`src/rtl/fba_pkg.sv`:
```
`timescale 1ns / 1ps

package fba_pkg;

  // Payload widths
  localparam int REQ_W = 2;
  localparam int SB_W  = 10;
  localparam int LEN_W = 11;
  localparam int ST_W  = 2;
  localparam int BI_W  = 10;
  localparam int DAT_W = 16;

  // Stream widths (whole bytes)
  localparam int S_TDATA_W = 24;
  localparam int M_TDATA_W = 16;

  // Request kinds
  localparam logic [REQ_W-1:0] REQ_FIND   = 2'd0;
  localparam logic [REQ_W-1:0] REQ_ALLOC  = 2'd1;
  localparam logic [REQ_W-1:0] REQ_FREE   = 2'd2;
  localparam logic [REQ_W-1:0] REQ_FORMAT = 2'd3;

  // Result status codes
  localparam logic [ST_W-1:0] ST_OK      = 2'd0;
  localparam logic [ST_W-1:0] ST_NOSPACE = 2'd1;
  localparam logic [ST_W-1:0] ST_ERROR   = 2'd2;

  // Controller to datapath commands
  typedef struct packed {
    logic            load;       // capture request fields
    logic            find_init;  // zero scan pointer and pipeline
    logic            find_step;  // scan one entry
    logic            ptr_start;  // pointer to start block, clear walk steps
    logic            alloc_wr;   // write one chain link
    logic            free_step;  // follow one chain link
    logic            ptr_clr;    // zero pointer for a clearing sweep
    logic            clr_wr;     // clear one entry
    logic            res_load;   // capture result
    logic [ST_W-1:0] res_code;
    logic            res_found;  // result carries the found index
    logic            out_load;   // move result to output register
  } fba_cmd_t;

  // Datapath to controller status
  typedef struct packed {
    logic [REQ_W-1:0] req;
    logic             find_big;
    logic             alloc_bad;
    logic             free_bad;
    logic             find_hit;
    logic             find_miss;
    logic             alloc_last;
    logic             free_ok;
    logic             free_err;
    logic             clr_last;
    logic             out_free;
  } fba_sts_t;

endpackage

```
`src/rtl/fba_ctrl.sv`:
```
`timescale 1ns / 1ps

module fba_ctrl import fba_pkg::*; (
  input  logic     clk,
  input  logic     rst,
  input  logic     s_tvalid,
  output logic     s_tready,
  input  fba_sts_t sts,
  output fba_cmd_t cmd
);

  localparam logic [3:0] S_INIT    = 4'd0;
  localparam logic [3:0] S_IDLE    = 4'd1;
  localparam logic [3:0] S_DISP    = 4'd2;
  localparam logic [3:0] S_FIND    = 4'd3;
  localparam logic [3:0] S_ALLOC   = 4'd4;
  localparam logic [3:0] S_FREE_RD = 4'd5;
  localparam logic [3:0] S_FREE    = 4'd6;
  localparam logic [3:0] S_FMT     = 4'd7;
  localparam logic [3:0] S_RESULT  = 4'd8;

  logic [3:0] state;
  logic [3:0] state_next;

  assign s_tready = state == S_IDLE;

  // Next state and commands
  always_comb begin
    state_next = state;
    cmd        = '0;
    unique case (state)
      S_INIT: begin
        cmd.clr_wr = 1'b1;
        if (sts.clr_last) begin
          state_next = S_IDLE;
        end
      end
      S_IDLE: begin
        if (s_tvalid) begin
          cmd.load   = 1'b1;
          state_next = S_DISP;
        end
      end
      S_DISP: begin
        unique case (sts.req)
          REQ_FIND: begin
            if (sts.find_big) begin
              cmd.res_load = 1'b1;
              cmd.res_code = ST_ERROR;
              state_next   = S_RESULT;
            end else begin
              cmd.find_init = 1'b1;
              state_next    = S_FIND;
            end
          end
          REQ_ALLOC: begin
            if (sts.alloc_bad) begin
              cmd.res_load = 1'b1;
              cmd.res_code = ST_ERROR;
              state_next   = S_RESULT;
            end else begin
              cmd.ptr_start = 1'b1;
              state_next    = S_ALLOC;
            end
          end
          REQ_FREE: begin
            if (sts.free_bad) begin
              cmd.res_load = 1'b1;
              cmd.res_code = ST_ERROR;
              state_next   = S_RESULT;
            end else begin
              cmd.ptr_start = 1'b1;
              state_next    = S_FREE_RD;
            end
          end
          REQ_FORMAT: begin
            cmd.ptr_clr = 1'b1;
            state_next  = S_FMT;
          end
          default: begin
            state_next = S_IDLE;
          end
        endcase
      end
      S_FIND: begin
        cmd.find_step = 1'b1;
        if (sts.find_hit) begin
          cmd.res_load  = 1'b1;
          cmd.res_code  = ST_OK;
          cmd.res_found = 1'b1;
          state_next    = S_RESULT;
        end else if (sts.find_miss) begin
          cmd.res_load = 1'b1;
          cmd.res_code = ST_NOSPACE;
          state_next   = S_RESULT;
        end
      end
      S_ALLOC: begin
        cmd.alloc_wr = 1'b1;
        if (sts.alloc_last) begin
          cmd.res_load = 1'b1;
          cmd.res_code = ST_OK;
          state_next   = S_RESULT;
        end
      end
      S_FREE_RD: begin
        state_next = S_FREE;
      end
      S_FREE: begin
        cmd.free_step = 1'b1;
        if (sts.free_ok) begin
          cmd.res_load = 1'b1;
          cmd.res_code = ST_OK;
          state_next   = S_RESULT;
        end else if (sts.free_err) begin
          cmd.res_load = 1'b1;
          cmd.res_code = ST_ERROR;
          state_next   = S_RESULT;
        end
      end
      S_FMT: begin
        cmd.clr_wr = 1'b1;
        if (sts.clr_last) begin
          cmd.res_load = 1'b1;
          cmd.res_code = ST_OK;
          state_next   = S_RESULT;
        end
      end
      S_RESULT: begin
        if (sts.out_free) begin
          cmd.out_load = 1'b1;
          state_next   = S_IDLE;
        end
      end
      default: begin
        state_next = S_IDLE;
      end
    endcase
  end

  // State register; reset starts the clearing sweep
  always_ff @(posedge clk) begin
    if (rst) begin
      state <= S_INIT;
    end else begin
      state <= state_next;
    end
  end

endmodule

```
`config.mk`:
```
export PLATFORM = sky130hd
export DESIGN_NAME = fba_ctrl
export DESIGN_NICKNAME = d
export VERILOG_FILES = /design/src/rtl/fba_pkg.sv /design/src/rtl/fba_ctrl.sv
export SDC_FILE = /design/constraint.sdc
export NUM_CORES = 1
export LEC_CHECK = 0
export BUFFER_PORTS_ARGS = -buffer_cell sky130_fd_sc_hd__clkbuf_2
export CORE_MARGIN = 2
export CORE_UTILIZATION = 46
export DETAILED_ROUTE_END_ITERATION = 12
export PLACE_DENSITY_LB_ADDON = 0.08
export SLEW_MARGIN = 20
export SYNTH_ARGS = -nofsm -noshare
export SYNTH_HDL_FRONTEND = slang
export SYNTH_SLANG_ARGS = --single-unit
```
`constraint.sdc`:
```
create_clock -name clk -period 3.01 [get_ports clk]
set_input_delay 0.4515 -clock clk [delete_from_list [all_inputs] [get_ports clk]]
set_output_delay 0.4515 -clock clk [all_outputs]
set_load 0.03 [all_outputs]
```
* Word-level counts from Yosys, hierarchy flattened
Index checks and enable logic that the tools add are counted.
** Word-level totals
- Logic and storage cells :: 67
- Flip-flop bits (word level) :: 4
- Output and inout bits :: 14
** Cells by class
- Reductions and logical operators :: 4
- Muxes and demuxes :: 44
- Eq/ne operators :: 18
** Operator list (number)
- two-way mux 4 bit :: 12
- case mux 4 bit (9 select lines) :: 1
- two-way mux 3 bit :: 9
- two-way mux 1 bit :: 18
- == test 4 x 3 -> 1 bit, second input constant :: 4
- case mux 4 bit (4 select lines) :: 1
- case mux 3 bit (5 select lines) :: 1
- != test 2 bit, second input constant :: 5
- case mux 3 bit (3 select lines) :: 1
- == test 4 x 2 -> 1 bit, second input constant :: 2
- AND reduction 7 bit :: 1
- != test 3 bit, second input constant :: 2
- == test 2 bit, second input constant :: 2
- == test 4 x 1 -> 1 bit, second input constant :: 1
- == test 4 bit, second input constant :: 1
- logical NOT 4 bit :: 1
- == test 2 x 1 -> 1 bit, second input constant :: 1
- logical NOT 2 bit :: 1
- case mux 1 bit (2 select lines) :: 1
- OR reduction 2 bit :: 1

* Longest topological paths before layout
- Depth in word-level cells :: 3
- Depth in mapped cells :: 6

* Least setup slack after synthesis
Ideal clock, no wire load.
- Kind :: register -> output
- From :: reg state[0]
- To :: out cmd[12] (netlist bit)
- Path slack :: 780 ps
- Data required time :: 2558 ps
- Cell stages (with the launch flop) :: 5
- Arrival time :: 1778 ps
- Path through :: dfxtp_1 > buf_6 > nor2b_1 > nor3b_1 > and2_1
** RTL lines
- start: declaration :: line fba_ctrl.sv:22 : logic [3:0] state;
- start signal: assignment :: line fba_ctrl.sv:146 : state <= state_next;
- end: declaration :: line fba_ctrl.sv:9 : output fba_cmd_t cmd

==> flow_metrics.py <==
metrics = {
    "place": {
        "place_congestion": 0.882,
        "placed_cells": 129,
        "port_buffers": 28,
        "dp_hpwl_mm": 1.23,
        "pre_cts_slack_ps": 758,
    },
    "yosys": {
        "yosysTopAreaCellShare_pct": 11.8,
        "synthMostInstantiatedCell": "nor2_1",
        "synth_nets": 113,
        "synthTopCellsByArea": "dfxtp_1, ha_1, nor2_1",
        "synth_ff_type": "dfxtp_1",
        "ys_ff_latch": 4,
        "ys_warn_count": 0,
        "synth_seq_area_share_pct": 11.8,
        "synth_edf_count": 0,
        "synth_adder_area_share_pct": 11.1,
        "syn_area_per_cell_um2": 7.36,
        "synth.area.mux_share_pct": 1.48,
        "synth_simple_gate_area_share_pct": 38.6,
        "syn_area_um2": 677,
        "synth_compound_area_share_pct": 27.7,
        "synth_top_area_cell": "dfxtp_1",
        "synthTopCellsByCount": "nor2_1, inv_1, ha_1, o21ai_0",
        "synth_top_family_by_area": "simple AND/OR/NAND/NOR gates",
        "synth-xor-area-share_pct": 0,
        "yosysUniqueCellTypes": 40,
        "synthCells": 92,
        "synthArstFlopShare_pct": 0,
    },
    "sta": {
        "maxSlewViolCount": 0,
        "period_minus_slack_ps": 2450,
        "clock_skew_ps": 3.69,
        "tns_ps": 0,
        "finalHoldViolCount": 0,
        "slew_headroom_pct": 62.3,
        "setup_viol": 0,
        "finalCritPeriodShare_pct": 81.3,
        "worst_slew_pin_slew_ps": 564,
        "max_freq_mhz": 408,
        "rsz0062_at_grt": "no",
        "final.setup.worst_slack_ps": 562,
    },
    "setup_path": {
        "crit_type": "flop to output port",
        "r2r_setup_slack_ps": 1160,
        "worstReg2RegStart": "state[0]",
        "rr_worst_depth": 4,
        "critPathMaxFanout": 21,
        "crit_required_ps": 2560,
        "cp-endpoint": "cmd[4]",
        "worst_r2r_endpoint": "state[0]",
        "arrival_ps": 2000,
        "critPathLaunchType": "flop",
        "startpoint": "state[0]",
        "critPathCaptureType": "output port",
    },
    "grt": {
        "antenna_found_initial": 0,
        "overflow": 0,
        "grtUsageTotal_pct": 18.1,
        "grt_max_degree": 22,
        "grt_pass1_wl_mm": 2.62,
        "first_global_vias": 638,
    },
    "die": {
        "core-area_um2": 1330,
        "dieWidth_um": 42.4,
        "initial_core_util_pct": 50.8,
        "ios": 29,
        "die_area_um2": 1790,
        "die_h_um": 42.4,
        "rows": 13,
    },
    "power_and_ir_drop": {
        "p_sw_share_pct": 50.1,
        "p_int_mw": 0.187,
        "power_mw": 0.374,
        "power_frac_clock_pct": 18.1,
        "peakVddDrop_v": 0.000231,
        "p_per_area_nw_per_um2": 455,
        "seq_power_share_pct": 26.6,
        "p_sw_mw": 0.187,
        "pwr-share-comb_pct": 55.3,
        "leakage_nw": 0.390,
    },
    "final_layout": {
        "reg.largest.list": "state (4)",
        "largest_register_ffs": 4,
        "drive_above_1_share_pct": 29.9,
        "finalNonFillerCells": 132,
        "area.growth.synth_to_final_pct": 21.4,
        "largest_register": "state",
        "layout.nets": 140,
        "insertedDiodeCount": 0,
    },
    "cts": {
        "htreeDepth": 1,
        "postCtsSetupBuffers": 0,
        "post_cts_resize_count": 0,
        "worst_setup_hold_path_clk_slew_ps": 40,
        "cts_buffer_depth": 2,
        "clk_latency_ps": 240,
        "cts.sinks": 4,
        "cts_tree": "done",
        "hold_buffers": 0,
        "cts_buffers": 3,
        "root_buffer": "clkbuf_4",
    },
    "route": {
        "via_per_inst": 5.81,
        "dr.pass1.iters": 4,
        "vias": 767,
        "drtIter0Drc": 10,
        "route.detailed.drc": 0,
        "drt-total-wl_mm": 1.53,
        "ant_nets": 0,
        "wire_per_inst_um": 11.6,
    },
    "job": {
        "drv_cap": 0,
    },
    "min_path": {
        "hold_path_depth": 2,
        "hold_class": "input port to flop",
    },
    "run_status": {
        "status": "finished clean",
    },
}
## power by group through the flow
stage / logic (mW) / registers [mW] / clock network [mW]
2_1_floorplan: 0.195 / 0.0688 / 0
3_3_place_gp: 0.204 / 0.0985 / 0
3_5_place_dp: 0.206 / 0.0997 / 0
4_1_cts: 0.207 / 0.0988 / 0.0699
5_1_grt: 0.228 / 0.104 / 0.0737
6_report: 0.207 / 0.0996 / 0.0677
## worst min-delay path by stage
stage,startpoint,to,slack [ps]
2_1_floorplan,rst,state[3],550
3_3_place_gp,sts[0],state[3],690
3_5_place_dp,sts[0],state[3],690
4_1_cts,sts[0],state[3],440
5_1_grt,sts[0],state[3],460
6_report,sts[0],state[3],450
## metrics by stage
step           hold WS [ps]  util (%)  cell area [um2]
6_report                450      61.6              822
5_1_grt                 462      61.6              822
4_1_cts                 444      61.6              822
3_5_place_dp            692      59.9              800
3_3_place_gp            694      59.9              800
2_1_floorplan           553         -              677
## critical path, stage by stage, from the launching register on
cell	delay [ps]
dfxtp_1	470
or4b_1	660
o32a_1	340
nand3_1	80
clkbuf_2	200
## area by class of cell
class	instances	area, um2
clock buffers	3	22.5
flip-flops and latches	4	80.1
multi-input cells	75	534
repair buffers	28	140
inverters	7	26.3
well taps	15	18.8
fillers	147	512
## logic make-up (layout without fill, tap and decap cells)
group | Yosys count | after routing
multiplexers | 1 | 1
adder cells (fa/ha/maj) | 6 | 6
flip-flops | 4 | 4
buffers and inverters | 13 | 38
AND/OR/NAND/NOR | 42 | 42
AO/OA/AOI/OAI | 26 | 26
## routing by layer
metal  part of all wire (%)  vias to the layer above  global-route usage (%)  wire [um]
li1                       -                      395                       -          -
met1                     49                      342                    25.1        745
met2                     44                       30                    29.5        669
met3                    7.4                        0                    3.88        113
met4                      0                        0                    1.88          0
met5                      0                        -                       0          0
## placed cells by master (no fill, tap or decap), types with 3 or more instances in the layout
cell,n
ha_1,6
o21ai_0,6
nor3_1,4
and3_1,3
inv_1,7
clkbuf_2,28
o31ai_1,3
nor2_1,9
clkbuf_4,3
dfxtp_1,4
nand3_1,3
and2_1,3
nor3b_1,4
No activity file was read; power rests on OpenSTA's default activity.
